<file path="config.mk">
export PLATFORM = sky130hd
export DESIGN_NAME = gc1d_mac
export DESIGN_NICKNAME = d
export VERILOG_FILES = /design/src/rtl/gc1d_pkg.sv /design/src/rtl/gc1d_mac.sv
export SDC_FILE = /design/constraint.sdc
export NUM_CORES = 1
export LEC_CHECK = 0
export ABC_CLOCK_PERIOD_IN_PS = 10000
export BUFFER_PORTS_ARGS = -buffer_cell sky130_fd_sc_hd__clkbuf_2
export CAP_MARGIN = 30
export CORE_AREA = 2 2 135 190
export CTS_CLUSTER_SIZE = 40
export DETAILED_ROUTE_END_ITERATION = 16
export DIE_AREA = 0 0 137 192
export GPL_TIMING_DRIVEN = 0
export PLACE_DENSITY = 0.86
export SLEW_MARGIN = 20
export SYNTH_ARGS = -nofsm -noshare
export SYNTH_HDL_FRONTEND = slang
export SYNTH_SLANG_ARGS = --single-unit
export TNS_END_PERCENT = 100
</file>
<file path="constraint.sdc">
create_clock -name clock -period 10 [get_ports clock]
set_input_delay 1 -clock clock [delete_from_list [all_inputs] [get_ports clock]]
set_output_delay 1 -clock clock [all_outputs]
set_load 0.03 [all_outputs]
</file>
<file path="src/rtl/gc1d_pkg.sv">
// Shared types, constants and codes for the grouped 1-D convolution point engine.
package gc1d_pkg;

   localparam int MAX_CHANNELS = 1024;
   localparam int MAX_FRAMES   = 256;
   localparam int MAX_TAPS     = 128;
   localparam int WEIGHT_WORDS = 1048576;

   localparam int WADDR_W = $clog2(WEIGHT_WORDS);
   localparam int CHAN_W  = $clog2(MAX_CHANNELS);
   localparam int FRAME_W = $clog2(MAX_FRAMES);
   localparam int SADDR_W = FRAME_W + CHAN_W;
   localparam int DIV_W   = 11;
   localparam int ACC_W   = 50;

   typedef enum logic [1:0] {
      FUNC_WEIGHT  = 2'd0,
      FUNC_BIAS    = 2'd1,
      FUNC_SAMPLE  = 2'd2,
      FUNC_COMPUTE = 2'd3
   } func_type;

   typedef enum logic [1:0] {
      STAT_OK     = 2'd0,
      STAT_RANGE  = 2'd1,
      STAT_CONFIG = 2'd2
   } status_type;

   typedef enum logic [2:0] {
      REG_IN_CHANNELS  = 3'd0,
      REG_OUT_CHANNELS = 3'd1,
      REG_KERNEL_TAPS  = 3'd2,
      REG_PAD_FRAMES   = 3'd3,
      REG_STRIDE       = 3'd4,
      REG_GROUP_COUNT  = 3'd5,
      REG_BIAS_ENABLE  = 3'd6,
      REG_INPUT_FRAMES = 3'd7
   } reg_idx_type;

   typedef enum logic [4:0] {
      ST_IDLE, ST_CHECK, ST_DIV_IN, ST_DIV_OUT, ST_MUL_KC, ST_MUL_TOT, ST_TOT_CHK,
      ST_DIV_TOUT, ST_DIV_GRP, ST_MUL_WB, ST_MUL_GB, ST_MUL_JS, ST_SETUP, ST_TAP,
      ST_CHAN, ST_DRAIN, ST_BIAS, ST_OUT
   } state_type;

   typedef struct packed {
      logic                      weight_we;
      logic                      bias_we;
      logic                      sample_we;
      logic [WADDR_W-1:0]        weight_addr;
      logic [CHAN_W-1:0]         chan;
      logic [FRAME_W-1:0]        frame;
      logic signed [15:0]        small_value;
      logic signed [31:0]        bias_value;
   } wr_type;

endpackage

</file>
<file path="src/rtl/gc1d_mac.sv">
// Multiply-accumulate unit: registered product, wide accumulator, bias add, saturation.
module gc1d_mac (
   input  logic                clock,
   input  logic                clear,
   input  logic                valid,
   input  logic signed [15:0]  sample,
   input  logic signed [15:0]  weight,
   input  logic                bias_add,
   input  logic signed [31:0]  bias,
   output logic signed [31:0]  sat_result
);
   import gc1d_pkg::*;

   logic signed [31:0]    prod_ff;
   logic                  pv_ff;
   logic signed [ACC_W-1:0] acc_ff, acc_in;

   always_comb begin
      acc_in = acc_ff;
      if (clear)         acc_in = '0;
      else if (pv_ff)    acc_in = acc_ff + ACC_W'(prod_ff);
      else if (bias_add) acc_in = acc_ff + ACC_W'(bias);
   end

   always_ff @(posedge clock) begin
      prod_ff <= sample * weight;
      pv_ff   <= valid;
      acc_ff  <= acc_in;
   end

   always_comb begin
      if (acc_ff > ACC_W'(64'sh7FFF_FFFF))       sat_result = 32'sh7FFF_FFFF;
      else if (acc_ff < -ACC_W'(64'sh8000_0000)) sat_result = 32'sh8000_0000;
      else                                      sat_result = acc_ff[31:0];
   end
endmodule

</file>
; Word level (Yosys, flattened, before mapping)
; Cells that the tools add are included.
[totals]
word_cells = 13
input_bits = 68
regBits = 83
[op_classes]
n_reduce_logical = 1
order_cmp = 2
addsub = 2
n_mul = 1
mux = 4
[op_table]
columns = cell, n
row1 = $add A50 B32 Y50, 2
row2 = $mux W50, 2
row3 = $mux W32, 2
row4 = $gt A50 B32 Y1 const B, 1
row5 = $lt A50 B32 Y1 const B, 1
row6 = $mul A16 B16 Y32, 1
row7 = $reduce_bool A2 Y1, 1

; Longest topological paths before layout
[logic_depth]
depth_word = 3
depth_mapped = 26
depth_no_buf = 24

; Worst setup path after synthesis
; No wires, ideal clock.
[synth_timing]
path_kind = input -> register
from = in sample[15]
to = reg prod_ff[31]
arrival_ns = 6.690
setup_ns = 0.120
path_slack_ns = 3.190
path_buffers = 1
path_stages = 21
path_cell_list = clkbuf_1 nand2_1 inv_1 fa_1 fa_1 fa_1 fa_1 fa_1 inv_1 fa_1 inv_1 ha_1 a21o_1 a21oi_1 o21ai_0 a31oi_1 o21ai_1 or4_1 a31oi_2 o21ai_1 xnor2_1
[synth_between]
elab_chain_len = 1
[synth_rtl]
columns = item, line_no
row1 = "start, declared", gc1d_mac.sv:6  ; input logic signed [15:0] sample,
row2 = $mul A16 B16 Y32, gc1d_mac.sv:26  ; prod_ff <= sample * weight;
row3 = "end signal, assigned", gc1d_mac.sv:26
row4 = "end, declared", gc1d_mac.sv:14  ; logic signed [31:0] prod_ff;
; No other way between the ends.
; A chain may end at the register's enable or synchronous reset.

; Worst setup path after layout
[layout_timing]
from = in weight[2]
to = reg prod_ff[31]
[layout_between]
elab_chain_len = 1
[layout_rtl]
columns = item, line_no
row1 = "start, declared", gc1d_mac.sv:7  ; input logic signed [15:0] weight,
row2 = $mul A16 B16 Y32, gc1d_mac.sv:26
; No other way between the ends.

==> metrics.yaml <==
setup_ws_ps: 2430
cts_htree_levels: 3
hold_violations: 0
die_x_um: 137
dpl_worst_slack_ps: 2190
port_buffers: 99
period_minus_slack_ps: 7570
synthesis.nets: 2328
grt_antenna_before_repair: 1
cp-end-kind: "register"
start_util: 0.644
drc: 0
ios: 100
critPathTopFamily: "adder cells"
finalNetCount: 2438
ys_types: 66
cap_violations: 0
syn_avg_cell_area_um2: 8.45
synth_cells: 1866
cts_buffer_depth: 2
dpl.hpwl_mm: 35.7
async_flop_share: 0
drt_iter0_drc: 897
worst_pin_slew_ps: 843
vias: 13400
root_buffer: "clkbuf_16"
place_area_mm2: 0.0167
finClkSkew_ps: 8.44
synth.area.top_cells: "fa_1, dfxtp_1, ha_1"
final_cell_area_mm2: 0.0170
wl_per_cell_um: 18.9
yosysMostFrequentCell: "inv_1"
synth_area_leader_cell: "fa_1"
routed_wirelength_mm: 43.3
fin_util: 0.693
fillCellCount: 1977
grt_usage: 0.348
grt_pass1_vias: 14500
core_mm2: 0.0245
synth_seq_area_share: 0.105
area_delta_synth_final_pct: 7.68
post-cts-setup-buffers: 0
cts_made_buffers: 9
cts_hold_buf: 0
antenna_left: 0
cp-start-kind: "input port"
layout-drive-gt1-share: 0.0823
crit_slowest_cell: "fa_1"
status: "finished clean"
synth-main-ff-cell: "dfxtp_1"
synth_edf_count: 0
ys_warn_count: 0
slew_headroom: 0.431
r2r_slack_ps: 5350
finalWeightedCongestion: 0.969
cts_sinks: 83
finalCritPeriodShare: 0.757
fmax_mhz: 132
crit_top_cell: "fa_1"
syn_area_mm2: 0.0158
worst-path-buf-inv: 5
hold_class: "register to register"
grt_max_degree: 21
synth_top_area_share: 0.334
crit_type: "input port to register"
cts_resized: 0
rsz0062_at_grt: "no"
worstPathMaxFanout: 10
drtPass1Iterations: 8
globalRouteOverflowTotal: 0
required_ps: 10230
die_h_um: 192
row_count: 68
crit_arrival_ps: 7800
ys_ff_latch: 83
fp.dieArea_mm2: 0.0263
drv_slew: 0
finalSetupViolations: 0
grt_pass1_wl_mm: 70.6
via_per_inst: 5.84
tritoncts: "yes"
slowest_delay_ps: 850
fin_tns_setup_ps: 0
clk-insertion-delay-late_ps: 350
synthTopCellsByCount: "inv_1, nand2_1, fa_1, and2_1, ha_1"
clk_pin_slew_ps: 60
crit_chain: "clkbuf_2, clkbuf_1, nand2_1, inv_1, fa_1, fa_1, fa_1, fa_1, fa_1, inv_1, fa_1, inv_1, ha_1, a21o_1, a21oi_1, o21ai_0, a31oi_1, o21ai_1, or4_1, a31oi_2, o21ai_1, xnor2_1"
[per-layer routing]
metal / GRT usage / part of all wire / vias up
met5: 0 / 0 / -
met4: 0.268 / 0.090 / 0
met3: 0.0430 / 0.059 / 247
met2: 0.611 / 0.50 / 617
met1: 0.376 / 0.35 / 6451
li1: - / - / 6098
[final timing paths]
check                           from                      end  depth (start not counted)
max                        weight[2]      prod_ff[31]$_DFF_P_                         22
min          acc_ff[29]$_SDFFE_PP0P_  acc_ff[29]$_SDFFE_PP0P_                          2
max reg2reg            pv_ff$_DFF_P_  acc_ff[44]$_SDFFE_PP0P_                         14
min reg2reg  acc_ff[29]$_SDFFE_PP0P_  acc_ff[29]$_SDFFE_PP0P_                          2
[flip-flops by register name, summed over array words and instances, names as in the netlist]
register  flops
acc_ff       50
prod_ff      32
pv_ff         1
[stage by stage]
| step | std cells | hold WS [ps] |
|---|---|---|
| after floorplan | 1866 | 449 |
| after global placement | 2280 | 459 |
| after detailed placement | 2280 | 469 |
| after CTS | 2296 | 479 |
| after global routing | 2296 | 497 |
| final | 2297 | 478 |
[worst reg2reg max path, stage by stage, from the launching register on]
cell and delay [ps]:
dfxtp_1 310, clkbuf_1 380, mux2i_1 490, inv_1 460, ha_1 510, a21oi_1 210, o21ai_0 150, a221oi_1 480
nand3b_1 190, a211oi_1 400, nor2_1 190, a311oi_2 420, xnor2_1 170, nand2_1 70, a21oi_1 160
[cell families (layout without fill, tap and decap cells)]
kind of cell | Yosys count | count (layout) | share of synthesized area
other | 0 | 1 | 0
AO/OA/AOI/OAI | 290 | 290 | 0.120
multiplexers | 32 | 32 | 0.0227
AND/OR/NAND/NOR | 570 | 570 | 0.172
XOR/XNOR | 76 | 76 | 0.0422
buffers and inverters | 421 | 536 | 0.100
adder cells (fa/ha/maj) | 394 | 394 | 0.438
flip-flops | 83 | 83 | 0.105
[layout make-up]
cell class,count,area [um2],area share
clock buffers,11,233,0.0137
well taps,315,394,0.0232
repair buffers,99,495,0.0292
clock inverters,5,86.3,0.00508
multi-input cells,1362,12500,0.738
inverters,351,1320,0.0776
flip-flops and latches,83,1660,0.0978
plain buffers,70,265,0.0156
diodes,1,2.50,0.000147
[cell usage in the layout (no fill, tap or decap), types with 4 or more instances in the layout]
cell and n:
o21a_1 8, or4_1 5, a21o_1 44, nand3b_1 7, a211oi_1 22, clkbuf_1 64
a31oi_1 6, xor2_1 22, a21oi_1 105, o21bai_1 15, nor2b_1 10, or3_1 4
nor3_1 11, nand2b_1 7, nand4_1 11, nand2_1 265, ha_1 131, nor2_1 76
clkbuf_2 99, xnor2_1 54, o21ai_1 4, fa_1 263, o21ai_0 41, nand3_1 19
mux2_2 30, clkbuf_16 9, inv_1 351, and2_1 136, o211ai_1 6, nor4_1 5
dfxtp_1 83, buf_1 6
Power is not shown: default switching activity piles up to over one toggle a cycle in this logic, so the estimate is an artifact.
