==> config.mk <==
export PLATFORM = sky130hd
export DESIGN_NAME = gc1d_div
export DESIGN_NICKNAME = d
export VERILOG_FILES = /design/src/rtl/gc1d_pkg.sv /design/src/rtl/gc1d_div.sv
export SDC_FILE = /design/constraint.sdc
export NUM_CORES = 1
export LEC_CHECK = 0
export BUFFER_PORTS_ARGS = -buffer_cell sky130_fd_sc_hd__buf_2
export CAP_MARGIN = 5
export CORE_ASPECT_RATIO = 0.7
export CORE_MARGIN = 2
export CORE_UTILIZATION = 30
export DETAILED_ROUTE_END_ITERATION = 8
export GPL_TIMING_DRIVEN = 1
export PLACE_DENSITY = 0.59
export RECOVER_POWER = 25
export SLEW_MARGIN = 20
export SYNTH_ARGS = -nofsm -noshare
export SYNTH_HDL_FRONTEND = slang
export SYNTH_SLANG_ARGS = --single-unit
==> constraint.sdc <==
create_clock -name clock -period 2.4 [get_ports clock]
set_input_delay 0.12 -clock clock [delete_from_list [all_inputs] [get_ports clock]]
set_output_delay 0.12 -clock clock [all_outputs]
set_load 0.02 [all_outputs]
==> src/rtl/gc1d_pkg.sv <==
// Shared types, constants and codes for the grouped 1-D convolution point engine.
package gc1d_pkg;

   localparam int MAX_CHANNELS = 1024;
   localparam int MAX_FRAMES   = 256;
   localparam int MAX_TAPS     = 128;
   localparam int WEIGHT_WORDS = 1048576;

   localparam int WADDR_W = $clog2(WEIGHT_WORDS);
   localparam int CHAN_W  = $clog2(MAX_CHANNELS);
   localparam int FRAME_W = $clog2(MAX_FRAMES);
   localparam int SADDR_W = FRAME_W + CHAN_W;
   localparam int DIV_W   = 11;
   localparam int ACC_W   = 50;

   typedef enum logic [1:0] {
      FUNC_WEIGHT  = 2'd0,
      FUNC_BIAS    = 2'd1,
      FUNC_SAMPLE  = 2'd2,
      FUNC_COMPUTE = 2'd3
   } func_type;

   typedef enum logic [1:0] {
      STAT_OK     = 2'd0,
      STAT_RANGE  = 2'd1,
      STAT_CONFIG = 2'd2
   } status_type;

   typedef enum logic [2:0] {
      REG_IN_CHANNELS  = 3'd0,
      REG_OUT_CHANNELS = 3'd1,
      REG_KERNEL_TAPS  = 3'd2,
      REG_PAD_FRAMES   = 3'd3,
      REG_STRIDE       = 3'd4,
      REG_GROUP_COUNT  = 3'd5,
      REG_BIAS_ENABLE  = 3'd6,
      REG_INPUT_FRAMES = 3'd7
   } reg_idx_type;

   typedef enum logic [4:0] {
      ST_IDLE, ST_CHECK, ST_DIV_IN, ST_DIV_OUT, ST_MUL_KC, ST_MUL_TOT, ST_TOT_CHK,
      ST_DIV_TOUT, ST_DIV_GRP, ST_MUL_WB, ST_MUL_GB, ST_MUL_JS, ST_SETUP, ST_TAP,
      ST_CHAN, ST_DRAIN, ST_BIAS, ST_OUT
   } state_type;

   typedef struct packed {
      logic                      weight_we;
      logic                      bias_we;
      logic                      sample_we;
      logic [WADDR_W-1:0]        weight_addr;
      logic [CHAN_W-1:0]         chan;
      logic [FRAME_W-1:0]        frame;
      logic signed [15:0]        small_value;
      logic signed [31:0]        bias_value;
   } wr_type;

endpackage

==> src/rtl/gc1d_div.sv <==
// Restoring divider, one quotient bit per cycle, shared by the setup sequencer.
module gc1d_div (
   input  logic                          clock,
   input  logic                          reset,
   input  logic                          start,
   input  logic [gc1d_pkg::DIV_W-1:0]    num,
   input  logic [gc1d_pkg::DIV_W-1:0]    den,
   output logic                          done,
   output logic [gc1d_pkg::DIV_W-1:0]    quo,
   output logic [gc1d_pkg::DIV_W-1:0]    rem
);
   import gc1d_pkg::*;

   localparam int CNT_W = $clog2(DIV_W + 1);

   logic [DIV_W-1:0] rem_ff, rem_in, quo_ff, quo_in, den_ff;
   logic [CNT_W-1:0] cnt_ff, cnt_in;
   logic             done_ff, done_in;
   logic [DIV_W:0]   shifted, trial;

   always_comb begin
      shifted = {rem_ff, quo_ff[DIV_W-1]};
      trial   = shifted - {1'b0, den_ff};
      rem_in  = rem_ff;
      quo_in  = quo_ff;
      cnt_in  = cnt_ff;
      done_in = 1'b0;
      if (start) begin
         rem_in = '0;
         quo_in = num;
         cnt_in = CNT_W'(DIV_W);
      end else if (cnt_ff != '0) begin
         rem_in  = trial[DIV_W] ? shifted[DIV_W-1:0] : trial[DIV_W-1:0];
         quo_in  = {quo_ff[DIV_W-2:0], ~trial[DIV_W]};
         cnt_in  = cnt_ff - CNT_W'(1);
         done_in = (cnt_ff == CNT_W'(1));
      end
   end

   always_ff @(posedge clock) begin
      if (reset) begin
         cnt_ff  <= '0;
         done_ff <= 1'b0;
      end else begin
         cnt_ff  <= cnt_in;
         done_ff <= done_in;
      end
      rem_ff <= rem_in;
      quo_ff <= quo_in;
      if (start) den_ff <= den;
   end

   assign done = done_ff;
   assign quo  = quo_ff;
   assign rem  = rem_ff;
endmodule

; ---- Word-level counts from Yosys, hierarchy flattened
; Index checks and enable logic that the tools add are counted.
[op_classes]
n_addsub = 2
n_eq_ne = 1
n_mux = 5
n_bitwise = 2
n_reduce_logical = 4
[ops]
columns = cell, n
row1 = $mux W11, 3
row2 = $sub A12 B11 Y12, 1
row3 = $mux W4, 2
row4 = $eq A4 B1 Y1 const B, 1
row5 = $reduce_bool A4 Y1, 1
row6 = $sub A4 B1 Y4 const B, 1
row7 = $reduce_or A3 Y1, 1
row8 = $not A1 Y1, 2
row9 = $reduce_bool A2 Y1, 1
row10 = $reduce_or A2 Y1, 1
[word_totals]
regBits = 38
inputBits = 25
out_inout_bits = 23
elab_cells = 20

; ---- Logic depth before layout (Yosys ltp)
; Gate-level depths: netlist of the first run.
[logic_depth]
word_depth = 4
ltp_mapped = 10
depth_no_buf = 10

; ---- Worst setup path after synthesis of the first run
; Ideal clock, no wire load.
[synth_timing]
path_kind = reg-to-reg
from = register quo_ff[10] (netlist: quo[10])
to = register rem_ff[10] (netlist: rem[10])
setup_ps = 120
arrival_ps = 2250
required_ps = 2280
setup_slack_ps = 30
stages_incl_launch_ff = 11
n_path_buf = 0
synth_period_minus_slack_ps = 2370
cell_sequence = edfxtp_1 -> inv_1 -> ha_1 -> inv_1 -> fa_1 -> a21oi_1 -> o211ai_1 -> o221ai_1 -> xnor2_1 -> a32o_1 -> o31a_1
[synth_between]
elab_chain_cells = 2
[synth_lines]
columns = element, line_no
row1 = from (decl), gc1d_div.sv:16  ; logic [DIV_W-1:0] rem_ff, rem_in, quo_ff, quo_in, den_ff;
row2 = from (signal assigned), gc1d_div.sv:49  ; quo_ff <= quo_in;
row3 = $sub A12 B11 Y12, gc1d_div.sv:23  ; trial = shifted - {1'b0, den_ff};
row4 = $mux W11, gc1d_div.sv:33  ; rem_in = trial[DIV_W] ? shifted[DIV_W-1:0] : trial[DIV_W-1:0];
row5 = to (signal assigned), gc1d_div.sv:48  ; rem_ff <= rem_in;
row6 = to (decl), gc1d_div.sv:16
; No other way between the ends.
; A chain may end at the register's enable or synchronous reset.

; ---- Worst setup path after layout of the first run
[layout_timing]
from = register den_ff[1]
to = register rem_ff[9] (netlist: rem[9])
[layout_between]
elab_chain_cells = 2
[layout_lines]
columns = element, line_no
row1 = from (decl), gc1d_div.sv:16
row2 = from (signal assigned), gc1d_div.sv:50  ; if (start) den_ff <= den;
row3 = $sub A12 B11 Y12, gc1d_div.sv:23
row4 = $mux W11, gc1d_div.sv:33
; No other way between the ends.

==> results of run 1 <==
## kinds of logic after synthesis
family / after synthesis
simple gates: 64
mux: 10
fa+ha+maj: 12
compound gates: 56
buf+inv: 21
flops: 38
xor+xnor: 8
## layer usage
layer	track usage, %	up-vias
li1	-	967
met1	22.3	933
met2	24.5	56
met3	3.20	7
met4	5.04	0
met5	0	-
## cells in the final DEF, fill, tap and decap left out, drive strengths merged, types with 4 or more instances in the layout
master	Yosys	final
buf	2	79
mux2	10	10
ha	11	11
a311oi	5	5
nand2	7	7
a21oi	8	8
nand3	19	19
edfxtp	22	22
inv	14	14
o211ai	5	5
a31oi	4	4
clkbuf	4	7
nor3	5	5
xnor2	5	5
nor2	20	20
dfxtp	16	16
dlygate4sd3	0	11
o21ai	17	17
## cells in the mapped netlist (3+ instances only)
| library cell | count |
|---|---|
| sky130_fd_sc_hd__a21oi_1 | 8 |
| sky130_fd_sc_hd__a311oi_1 | 3 |
| sky130_fd_sc_hd__a31oi_1 | 4 |
| sky130_fd_sc_hd__clkbuf_1 | 4 |
| sky130_fd_sc_hd__dfxtp_1 | 16 |
| sky130_fd_sc_hd__edfxtp_1 | 22 |
| sky130_fd_sc_hd__ha_1 | 11 |
| sky130_fd_sc_hd__inv_1 | 14 |
| sky130_fd_sc_hd__mux2_2 | 10 |
| sky130_fd_sc_hd__nand2_1 | 7 |
| sky130_fd_sc_hd__nand3_1 | 19 |
| sky130_fd_sc_hd__nor2_1 | 19 |
| sky130_fd_sc_hd__nor3_1 | 4 |
| sky130_fd_sc_hd__o211ai_1 | 5 |
| sky130_fd_sc_hd__o21ai_0 | 12 |
| sky130_fd_sc_hd__o21ai_1 | 4 |
| sky130_fd_sc_hd__xnor2_1 | 5 |
| sky130_fd_sc_hd__xor2_1 | 3 |
## what timing repair did
action	in CTS	in global routing
gates resized for setup	13	13
setup buffers	9	2
hold buffers	11	0
endpoints found under the hold margin	11	0
setup endpoints to repair	8	12
pin swaps	8	10
## worst reg2reg max path: stages, from the launching register on
cell	delay, ns
sky130_fd_sc_hd__edfxtp_1	0.34
sky130_fd_sc_hd__inv_2	0.05
sky130_fd_sc_hd__ha_4	0.25
sky130_fd_sc_hd__nor2b_4	0.14
sky130_fd_sc_hd__o211ai_1	0.09
sky130_fd_sc_hd__buf_4	0.16
sky130_fd_sc_hd__buf_4	0.13
sky130_fd_sc_hd__a211oi_1	0.42
sky130_fd_sc_hd__nor3_1	0.10
sky130_fd_sc_hd__or3b_2	0.45
sky130_fd_sc_hd__a31oi_1	0.17
## registers in the layout, summed over array words and instances, names as in the netlist
register and cells:
cnt_ff 4, done 1, den_ff 11, quo 11, rem 11
## power by group
group / internal (W) / leakage (nW) / switching (W)
sequential: 0.000803 / 0.355 / 0.0000909
clock: 0.000200 / 0.0426 / 0.000238
combinational: 0.000603 / 0.868 / 0.000721
## per-stage QoR
stage | setup slack (ns) | power [W]
6_report | 0.0410 | 0.00266
4_1_cts | -0.000736 | 0.00259
2_1_floorplan | 0.0303 | 0.00163
3_5_place_dp | -0.216 | 0.00202
5_1_grt | -0.00797 | 0.00282
3_3_place_gp | -0.118 | 0.00201
## worst min path at each step
stage | start | endpoint | slack (ns) | cells after the start
floorplan | reset | cnt_ff[1] | 0.19 | 1
global placement | den[3] | den_ff[3] | 0.30 | 1
detailed placement | den[3] | den_ff[3] | 0.30 | 1
CTS | reset | cnt_ff[1] | 0.02 | 2
global route | reset | cnt_ff[0] | 0.02 | 2
finish | reset | cnt_ff[1] | 0.02 | 2
## cell type report
class                           instances  share of cell area, %
Sequential cell                        38                   32.5
Clock inverter                          2                  0.290
Inverter                               15                   1.86
Timing Repair Buffer                   91                   20.1
Clock buffer                            6                   2.40
Multi-Input combinational cell        150                   39.0
Tap cell                               94                   3.90
==> insert_results.sql, run 1 <==
INSERT INTO impl_metrics (metric_group, metric, value, unit) VALUES
('floorplanning', 'floorplan.initialDensity', '31.3', '%'),
('worst_setup_path', 'minimum_setup_slack_among_reg_to_reg_paths', '0.04', 'ns'),
('layout', 'antennaDiodeCount', '0', ''),
('logic_synthesis', 'synth_fp_nets', '246', ''),
('cts', 'clock_tree.root_cell', 'sky130_fd_sc_hd__clkbuf_8', ''),
('worst_setup_path', 'crit_path_top_delay_cell', 'sky130_fd_sc_hd__or3b_2', ''),
('detailed_routing', 'via_per_inst', '4.96', ''),
('outcome', 'outcome', 'finished clean', ''),
('run', 'drv_cap', '0', ''),
('worst_setup_path', 'ff2ff_path_depth', '10', ''),
('layout', 'finalNetCount', '338', ''),
('floorplanning', 'die_height', '74.7', 'um'),
('worst_setup_path', 'path_buf_inv', '3', ''),
('layout', 'register_area', '981', 'um^2'),
('layout', 'p_r_area_growth_vs_syn', '40.8', '%'),
('logic_synthesis', 'synth-edff-count', '22', ''),
('floorplanning', 'core_area', '6850', 'um^2'),
('placement', 'quantity_of_i_o_buffers_inserted_on_ports', '47', ''),
('logic_synthesis', 'post-synth-top-area-cell', 'sky130_fd_sc_hd__edfxtp_1', ''),
('logic_synthesis', 'synth_top_area_share', '30.8', '%'),
('worst_setup_path', 'critical_path_class', 'register to register', ''),
('worst_setup_path', 'cp.arrival', '2.59', 'ns'),
('power', 'vdd.ir_drop.worst', '394', 'uV'),
('timing', 'finalCriticalPeriod', '2.36', 'ns'),
('layout', 'final_cells', '396', ''),
('worst_setup_path', 'reg2reg_to', 'rem[9]', ''),
('logic_synthesis', 'avgSynthCellArea', '10.3', 'um^2'),
('detailed_routing', 'met2_wirelength', '2590', 'um'),
('placement', 'hpwl', '4080', 'um'),
('cts', 'numClockSinks', '38', ''),
('layout', 'filler_cell_count', '667', ''),
('worst_setup_path', 'critPathMostFrequentCell', 'sky130_fd_sc_hd__buf_4', ''),
('cts', 'htreeDepth', '2', ''),
('detailed_routing', 'maxUsedRoutingLayer', 'met4', ''),
('logic_synthesis', 'synth-compound-area-share', '19.0', '%'),
('global_route', 'grt_pass1_wl', '9650', 'um'),
('worst_setup_path', 'critical_path.reg2reg.startpoint', 'den_ff[1]', ''),
('placement', 'post_dp_cell_area', '2640', 'um^2'),
('worst_setup_path', 'setup.worst_path.end_class', 'register', ''),
('logic_synthesis', 'synth.cell_area', '2140', 'um^2'),
('logic_synthesis', 'yosys_warnings', '0', ''),
('timing', 'finalHoldViolations', '0', ''),
('placement', 'place.detailed.instances', '367', ''),
('logic_synthesis', 'muxShareOfSynthArea', '5.25', '%'),
('timing', 'hold_slack', '0.0170', 'ns'),
('cts', 'clock_tree.buffer_depth', '2', ''),
('global_route', 'initial_antenna_violation_count', '0', ''),
('detailed_routing', 'drt_pre_antenna_iters', '4', ''),
('worst_setup_path', 'crit_fanout', '2', ''),
('timing', 'fin_worst_skew', '0.00429', 'ns'),
('layout', 'fin_area', '3020', 'um^2'),
('timing', 'slew_violations', '0', ''),
('min_path', 'hp_class', 'input port to register', ''),
('timing', 'finalSetupViolations', '0', ''),
('logic_synthesis', 'yosys.area_share.xor_xnor', '3.27', '%'),
('global_route', 'overflow', '0', ''),
('logic_synthesis', 'top_ff_cell_synth', 'sky130_fd_sc_hd__edfxtp_1', ''),
('detailed_routing', 'drt_first_iter_violations', '145', ''),
('logic_synthesis', 'synth-adder-area-share', '7.35', '%'),
('timing', 'fin_tns_setup', '0', 'ns'),
('logic_synthesis', 'netlist-cell-type-count', '53', ''),
('worst_setup_path', 'critical_path.cell_chain', 'inv_2, ha_4, nor2b_4, o211ai_1, buf_4, buf_4, a211oi_1, nor3_1, or3b_2, a31oi_1', ''),
('detailed_routing', 'drc', '0', ''),
('global_route', 'grt_start_max_net_pins', '26', ''),
('global_route', 'grt.total_usage', '15.8', '%'),
('detailed_routing', 'final_antenna_net_count', '0', ''),
('floorplanning', 'placement_rows', '25', ''),
('worst_setup_path', 'worstSetupEndpoint', 'rem[9]', ''),
('floorplanning', 'io_pins', '48', ''),
('detailed_routing', 'met3_layer_wire_length_in_the_routed_design', '319', 'um'),
('power', 'leakage', '1.27', 'nW');
Power figures use the tool's default switching activity.
==> run 2: changes to the inputs <==
--- a/config.mk
+++ b/config.mk
@@ -12,7 +12,6 @@
 export CORE_UTILIZATION = 30
 export DETAILED_ROUTE_END_ITERATION = 8
 export GPL_TIMING_DRIVEN = 1
-export PLACE_DENSITY = 0.59
 export RECOVER_POWER = 25
 export SLEW_MARGIN = 20
 export SYNTH_ARGS = -nofsm -noshare
==> run 2 against run 1 <==
  * Non-clock buffer count shrank 10
  * Largest cell class unchanged
  * Worst setup slack gained 0.066 ns
  * Fmax grew 2.9%
  * Clock power grew 6.4%
  * First-iteration DRC count shrank 7.6%
  * Cell count shrank 2.3%
  * Register-to-register slack gained 0.07 ns
  * Routed wire length shrank 9.1%
  * Final area shrank 3.1%
  * Sequential share of layout area grew 1.0 points
  * Largest power group unchanged
==> insert_results.sql, run 2 (synthesis results as in run 1) <==
INSERT INTO impl_metrics (metric_group, metric, value, unit) VALUES
('outcome', 'outcome', 'finished clean', ''),
('layout', 'p_r_area_growth_vs_syn', '36.4', '%'),
('placement', 'gpl.final_weighted_congestion', '0.832', ''),
('detailed_routing', 'final_antenna_net_count', '0', ''),
('layout', 'filler_cell_count', '669', ''),
('timing', 'slew_violations', '0', ''),
('floorplanning', 'core_area', '6850', 'um^2'),
('power', 'switchingPower', '0.000997', 'W'),
('floorplanning', 'die_w', '105', 'um'),
('detailed_routing', 'drt_first_iter_violations', '134', ''),
('power', 'seqPwrFrac', '34.8', '%'),
('placement', 'hpwl', '3710', 'um'),
('worst_setup_path', 'critical_path.cell_chain', 'inv_1, ha_1, nor2b_4, o211ai_1, buf_4, a2111oi_4, buf_6, nor2_1, a32o_1, o31a_1', ''),
('layout', 'register_area', '981', 'um^2'),
('worst_setup_path', 'setup.worst_path.start', 'den_ff[1]', ''),
('detailed_routing', 'drc', '0', ''),
('layout', 'layout-drive-gt1-share', '37.9', '%'),
('power', 'leakage', '1.23', 'nW'),
('worst_setup_path', 'critical_path.reg2reg.startpoint', 'den_ff[1]', ''),
('floorplanning', 'floorplan.initialDensity', '31.3', '%'),
('layout', 'antennaDiodeCount', '0', ''),
('worst_setup_path', 'crit_path_top_delay_cell', 'sky130_fd_sc_hd__a2111oi_4', ''),
('global_route', 'grt_start_max_net_pins', '36', ''),
('power', 'power.density', '877', 'nW/um^2'),
('layout', 'finalNetCount', '329', ''),
('worst_setup_path', 'ff2ff_path_depth', '10', ''),
('layout', 'mostFrequentLayoutCell', 'sky130_fd_sc_hd__buf_2', ''),
('run', 'drv_cap', '0', ''),
('layout', 'layout_common_cells', 'sky130_fd_sc_hd__buf_2 (46), sky130_fd_sc_hd__edfxtp_1 (22), sky130_fd_sc_hd__buf_4 (22), sky130_fd_sc_hd__nand3_1 (19), sky130_fd_sc_hd__nor2_1 (18)', ''),
('worst_setup_path', 'slowest_stage_delay_cp', '0.38', 'ns'),
('floorplanning', 'die-area', '7850', 'um^2'),
('cts', 'clock_tree.buffer_depth', '2', ''),
('placement', 'dp_slack', '-0.120', 'ns'),
('timing', 'layout_worst_path_cycle_share', '95.5', '%'),
('detailed_routing', 'drt-wirelength-per-cell', '13.9', 'um'),
('global_route', 'grt_pass1_vias', '1762', ''),
('timing', 'final_setup_margin', '0.107', 'ns'),
('placement', 'post_dp_cell_area', '2600', 'um^2'),
('worst_setup_path', 'minimum_setup_slack_among_reg_to_reg_paths', '0.11', 'ns'),
('timing', 'unrepaired_setup_endpoints_after_global_routing', 'true', ''),
('floorplanning', 'io_pins', '48', ''),
('cts', 'numClockSinks', '38', ''),
('detailed_routing', 'via_per_inst', '4.98', ''),
('power', 'vdd.ir_drop.worst', '331', 'uV'),
('min_path', 'timing.hold.worst_path_depth', '2', ''),
('layout', 'fin_area', '2930', 'um^2'),
('power', 'clock_power_share', '18.2', '%'),
('power', 'power.share.combinational', '47.1', '%'),
('timing', 'fin_worst_skew', '0.00548', 'ns'),
('worst_setup_path', 'critical_path_class', 'register to register', ''),
('cts', 'clock_slew_at_reported_path_ffs', '0.08', 'ns'),
('worst_setup_path', 'setup.worst_path.end_class', 'register', ''),
('worst_setup_path', 'setup.worst_path.start_class', 'register', ''),
('detailed_routing', 'drt-total-wl', '5390', 'um'),
('placement', 'quantity_of_i_o_buffers_inserted_on_ports', '47', ''),
('timing', 'highest_clock_rate', '436', 'MHz'),
('global_route', 'overflow', '0', ''),
('timing', 'finalHoldViolations', '0', ''),
('worst_setup_path', 'crit_fanout', '5', ''),
('detailed_routing', 'num_vias', '1927', ''),
('worst_setup_path', 'reg2reg_to', 'rem[10]', ''),
('timing', 'worst_rel_slew_slack', '55.6', '%'),
('cts', 'htreeDepth', '2', ''),
('floorplanning', 'placement_rows', '25', ''),
('global_route', 'grt.total_usage', '14.0', '%'),
('timing', 'worst_pin_slew', '0.665', 'ns'),
('power', 'swShare', '38.9', '%'),
('power', 'internal_power', '0.00157', 'W'),
('detailed_routing', 'drt_pre_antenna_iters', '4', ''),
('cts', 'clk_latency', '0.29', 'ns'),
('min_path', 'hp_class', 'input port to register', ''),
('worst_setup_path', 'worst_ep_required_time', '2.58', 'ns'),
('timing', 'hold_slack', '0.0256', 'ns'),
('worst_setup_path', 'worstSetupEndpoint', 'rem[10]', ''),
('floorplanning', 'die_height', '74.7', 'um'),
('timing', 'finalSetupViolations', '0', ''),
('cts', 'clock_tree.root_cell', 'sky130_fd_sc_hd__clkbuf_8', ''),
('timing', 'finalCriticalPeriod', '2.29', 'ns'),
('cts', 'cts_buffers', '5', ''),
('global_route', 'grt_pass1_wl', '8660', 'um'),
('layout', 'multiInputGateArea', '1160', 'um^2'),
('global_route', 'initial_antenna_violation_count', '0', ''),
('worst_setup_path', 'cp.arrival', '2.48', 'ns'),
('cts', 'tritoncts', 'yes', '');
run 2: power by group through the flow:
stage | logic [W] | clock network (W) | registers (W)
after floorplan | 0.000638 | 0 | 0.000989
after global placement | 0.00109 | 0 | 0.000900
after detailed placement | 0.00109 | 0 | 0.000898
after CTS | 0.00113 | 0.000478 | 0.000886
after global routing | 0.00132 | 0.000514 | 0.000906
final | 0.00121 | 0.000466 | 0.000892
run 2: critical path: cells and delay by family (launching register included):
| family | cells | cell delay, ns |
|---|---|---|
| AOI/OAI and AO/OA | 4 | 0.94 |
| buffers and inverters | 3 | 0.43 |
| DFF | 1 | 0.33 |
| adders and majority gates | 1 | 0.28 |
| and+or+nand+nor | 2 | 0.21 |
run 2: per-layer routing:
metal / track usage (%) / wire (um)
met2: 20.1 / 2260
met1: 20.8 / 2790
met4: 4.00 / 51
met3: 3.20 / 289
met5: 0 / 0
run 2: timing repair:
item | 4_1_cts | 5_1_grt
gates resized for setup | 3 | 19
hold buffers | 9 | 2
setup endpoints to repair | 6 | 12
gates cloned | 0 | 1
endpoints found under the hold margin | 9 | 2
buffers inserted | 2 | 3
pin swaps | 2 | 8
run 2: layout make-up:
| cell class | count | share of cell area [%] |
|---|---|---|
| inverter | 15 | 1.92 |
| multi-input combinational | 151 | 39.6 |
| sequential | 38 | 33.5 |
| tap | 94 | 4.02 |
| timing repair buffer | 81 | 17.8 |
| clock buffer | 7 | 2.95 |
| clock inverter | 1 | 0.171 |
run 2: stage by stage:
stage               util, %  setup TNS (ns)  power, W  cells
CTS                    41.0               0   0.00250    381
global route           42.7         -0.0908   0.00274    387
detailed placement     38.0          -0.458   0.00199    362
floorplan                 -               0   0.00163    209
global placement       38.0          -0.254   0.00199    362
finish                 42.7               0   0.00257    387
run 2: how the worst min path moves through the flow:
stage / from / endpoint / slack [ns]
final: reset / cnt_ff[1] / 0.03
after global routing: reset / cnt_ff[1] / 0.03
after CTS: den[1] / den_ff[1] / 0.00006
after detailed placement: den[3] / den_ff[3] / 0.30
after global placement: den[4] / den_ff[4] / 0.30
after floorplan: reset / cnt_ff[1] / 0.19
==> run 3: changes to the inputs <==
==> constraint.sdc (replaced) <==
create_clock -name clock -period 2.5 [get_ports clock]
set_input_delay 0.125 -clock clock [delete_from_list [all_inputs] [get_ports clock]]
set_output_delay 0.125 -clock clock [all_outputs]
set_load 0.02 [all_outputs]
==> run 3 against run 2 <==
  * Clock skew is 0.0073 ns higher
  * Final area increased by 0.56%
  * Worst setup slack worse by 0.050 ns
  * Cell count is 0.26% lower
  * Critical path depth stayed put
  * Via count down 3.6%
  * First-iteration DRC count decreased by 11%
  * Utilization rose by 0.24 points
  * Critical path type unchanged
  * Largest cell class unchanged
==> insert_results.sql, run 3 (synthesis results as in run 1) <==
INSERT INTO impl_metrics (metric_group, metric, value, unit) VALUES
('worst_setup_path', 'crit_path_top_delay_cell', 'sky130_fd_sc_hd__a2111oi_4', ''),
('placement', 'dp_slack', '-0.00663', 'ns'),
('worst_setup_path', 'timing.critical_path.max_delay_family', 'compound AO/OA/AOI/OAI gates', ''),
('detailed_routing', 'drt_first_iter_violations', '119', ''),
('power', 'power.density', '892', 'nW/um^2'),
('global_route', 'overflow', '0', ''),
('cts', 'clk_latency', '0.30', 'ns'),
('detailed_routing', 'drt-wirelength-per-cell', '13.9', 'um'),
('min_path', 'timing.hold.worst_path_depth', '2', ''),
('power', 'power.share.combinational', '43.3', '%'),
('cts', 'tritoncts', 'yes', ''),
('worst_setup_path', 'number_of_stages_on_the_worst_setup_path', '10', ''),
('cts', 'numClockSinks', '38', ''),
('worst_setup_path', 'setup.worst_path.start_class', 'register', ''),
('timing', 'slew_violations', '0', ''),
('timing', 'finalSetupViolations', '0', ''),
('layout', 'layout-drive-gt1-share', '36.0', '%'),
('detailed_routing', 'drc', '0', ''),
('timing', 'layout_worst_path_cycle_share', '97.7', '%'),
('power', 'vdd.ir_drop.worst', '322', 'uV'),
('layout', 'antennaDiodeCount', '0', ''),
('floorplanning', 'die_w', '105', 'um'),
('layout', 'filler_cell_count', '664', ''),
('layout', 'multiInputGateArea', '1120', 'um^2'),
('worst_setup_path', 'crit_fanout', '6', ''),
('placement', 'gpl.final_weighted_congestion', '0.798', ''),
('timing', 'fin_tns_setup', '0', 'ns'),
('detailed_routing', 'drt_pre_antenna_iters', '4', ''),
('floorplanning', 'die_height', '74.7', 'um'),
('timing', 'worst_rel_slew_slack', '53.1', '%'),
('global_route', 'grt_pass1_vias', '1726', ''),
('worst_setup_path', 'worst_ep_required_time', '2.70', 'ns'),
('power', 'switchingPower', '0.000953', 'W'),
('global_route', 'groute.layer.met1.usage', '20.5', '%'),
('detailed_routing', 'drt-total-wl', '5360', 'um'),
('layout', 'layout_common_cells', 'sky130_fd_sc_hd__buf_2 (46), sky130_fd_sc_hd__edfxtp_1 (22), sky130_fd_sc_hd__buf_4 (21), sky130_fd_sc_hd__nand3_1 (19), sky130_fd_sc_hd__nor2_1 (19)', ''),
('floorplanning', 'core_area', '6850', 'um^2'),
('global_route', 'grt_pass1_wl', '8490', 'um'),
('power', 'swShare', '36.3', '%'),
('worst_setup_path', 'critical_path_class', 'register to register', ''),
('cts', 'htreeDepth', '2', ''),
('worst_setup_path', 'critical_path.cell_chain', 'inv_1, ha_1, nor2b_2, o211ai_1, a2111oi_4, buf_4, o21a_4, buf_12, o21ai_2, a311oi_2', ''),
('cts', 'clock_slew_at_reported_path_ffs', '0.09', 'ns'),
('detailed_routing', 'num_vias', '1857', ''),
('floorplanning', 'placement_rows', '25', ''),
('outcome', 'outcome', 'finished clean', ''),
('layout', 'finalNetCount', '328', ''),
('layout', 'p_r_area_growth_vs_syn', '37.2', '%'),
('power', 'leakage', '1.24', 'nW'),
('global_route', 'grt_start_max_net_pins', '36', ''),
('timing', 'final_setup_margin', '0.0565', 'ns'),
('detailed_routing', 'via_per_inst', '4.81', ''),
('timing', 'worst_pin_slew', '0.701', 'ns'),
('worst_setup_path', 'path_buf_inv', '3', ''),
('min_path', 'hp_class', 'input port to register', ''),
('timing', 'finalCriticalPeriod', '2.44', 'ns'),
('power', 'clock_power_share', '24.0', '%'),
('floorplanning', 'die-area', '7850', 'um^2'),
('placement', 'hpwl', '3700', 'um'),
('power', 'seqPwrFrac', '32.7', '%'),
('worst_setup_path', 'ff2ff_path_depth', '10', ''),
('global_route', 'met3_usage', '3.03', '%'),
('cts', 'clock_tree.buffer_depth', '2', ''),
('placement', 'quantity_of_i_o_buffers_inserted_on_ports', '47', ''),
('worst_setup_path', 'slowest_stage_delay_cp', '0.50', 'ns'),
('floorplanning', 'io_pins', '48', ''),
('power', 'internal_power', '0.00167', 'W'),
('cts', 'clock_tree.root_cell', 'sky130_fd_sc_hd__clkbuf_8', ''),
('global_route', 'grtUsageMet2', '20.1', '%'),
('layout', 'mostFrequentLayoutCell', 'sky130_fd_sc_hd__buf_2', ''),
('layout', 'fin_area', '2940', 'um^2'),
('global_route', 'initial_antenna_violation_count', '0', ''),
('global_route', 'grt.busiest_layer', 'met1', ''),
('timing', 'unrepaired_setup_endpoints_after_global_routing', 'true', ''),
('cts', 'cts_buffers', '5', ''),
('worst_setup_path', 'cp.arrival', '2.64', 'ns'),
('worst_setup_path', 'setup.worst_path.end_class', 'register', ''),
('timing', 'highest_clock_rate', '409', 'MHz'),
('run', 'drv_cap', '0', ''),
('timing', 'fin_worst_skew', '0.0128', 'ns'),
('floorplanning', 'floorplan.initialDensity', '31.3', '%'),
('global_route', 'grt.total_usage', '13.9', '%'),
('detailed_routing', 'final_antenna_net_count', '0', ''),
('timing', 'finalHoldViolations', '0', ''),
('layout', 'register_area', '981', 'um^2'),
('placement', 'post_dp_cell_area', '2570', 'um^2');
## run 3: power groups by stage
stage,combinational (W),sequential [W],clock [W]
6_report,0.00114,0.000857,0.000630
5_1_grt,0.00124,0.000875,0.000671
4_1_cts,0.00106,0.000854,0.000642
3_5_place_dp,0.00102,0.000867,0
3_3_place_gp,0.00102,0.000867,0
2_1_floorplan,0.000613,0.000949,0
## run 3: worst paths after layout
| path | from | to | slack [ns] |
|---|---|---|---|
| max | quo[10] | rem[3] | 0.06 |
| min reg2reg | rem[5] | rem[5] | 0.54 |
| min | reset | cnt_ff[1] | 0.03 |
| max reg2reg | quo[10] | rem[3] | 0.06 |
## run 3: area by class of cell
cell class | instances | share of cell area [%]
multi-input cells | 150 | 38.1
flip-flops and latches | 38 | 33.3
repair buffers | 81 | 18.1
well taps | 94 | 4.00
clock buffers | 5 | 2.34
clock inverters | 3 | 2.17
inverters | 15 | 1.91
## run 3: stage by stage
stage	util [%]	instances	hold slack, ns	total power [W]
5_1_grt	42.9	386	0.0253	0.00279
6_report	42.9	386	0.0262	0.00262
3_3_place_gp	37.6	358	0.301	0.00188
2_1_floorplan	-	209	0.194	0.00156
4_1_cts	41.1	376	0.0000644	0.00255
3_5_place_dp	37.6	358	0.303	0.00189
## run 3: per-layer routing
layer / part of all wire, % / wire length [um] / vias to the layer above
met5: 0 / 0 / -
met4: 0.89 / 48 / 0
met1: 53 / 2840 / 869
met3: 4.2 / 225 / 5
met2: 42 / 2250 / 39
li1: - / - / 944
## run 3: timing repair
| action | CTS | global route |
|---|---|---|
| setup endpoints to repair | 2 | 8 |
| pin swaps | 0 | 8 |
| setup buffers | 0 | 10 |
| resized for setup | 2 | 10 |
| hold buffers | 10 | 1 |
| hold endpoints to repair | 10 | 1 |
## run 3: worst reg2reg max path: stages, from the launching register on
cell                        delay (ns)
sky130_fd_sc_hd__edfxtp_1         0.39
sky130_fd_sc_hd__inv_1            0.06
sky130_fd_sc_hd__ha_1             0.22
sky130_fd_sc_hd__nor2b_2          0.16
sky130_fd_sc_hd__o211ai_1         0.19
sky130_fd_sc_hd__a2111oi_4        0.50
sky130_fd_sc_hd__buf_4            0.20
sky130_fd_sc_hd__o21a_4           0.17
sky130_fd_sc_hd__buf_12           0.12
sky130_fd_sc_hd__o21ai_2          0.07
sky130_fd_sc_hd__a311oi_2         0.27
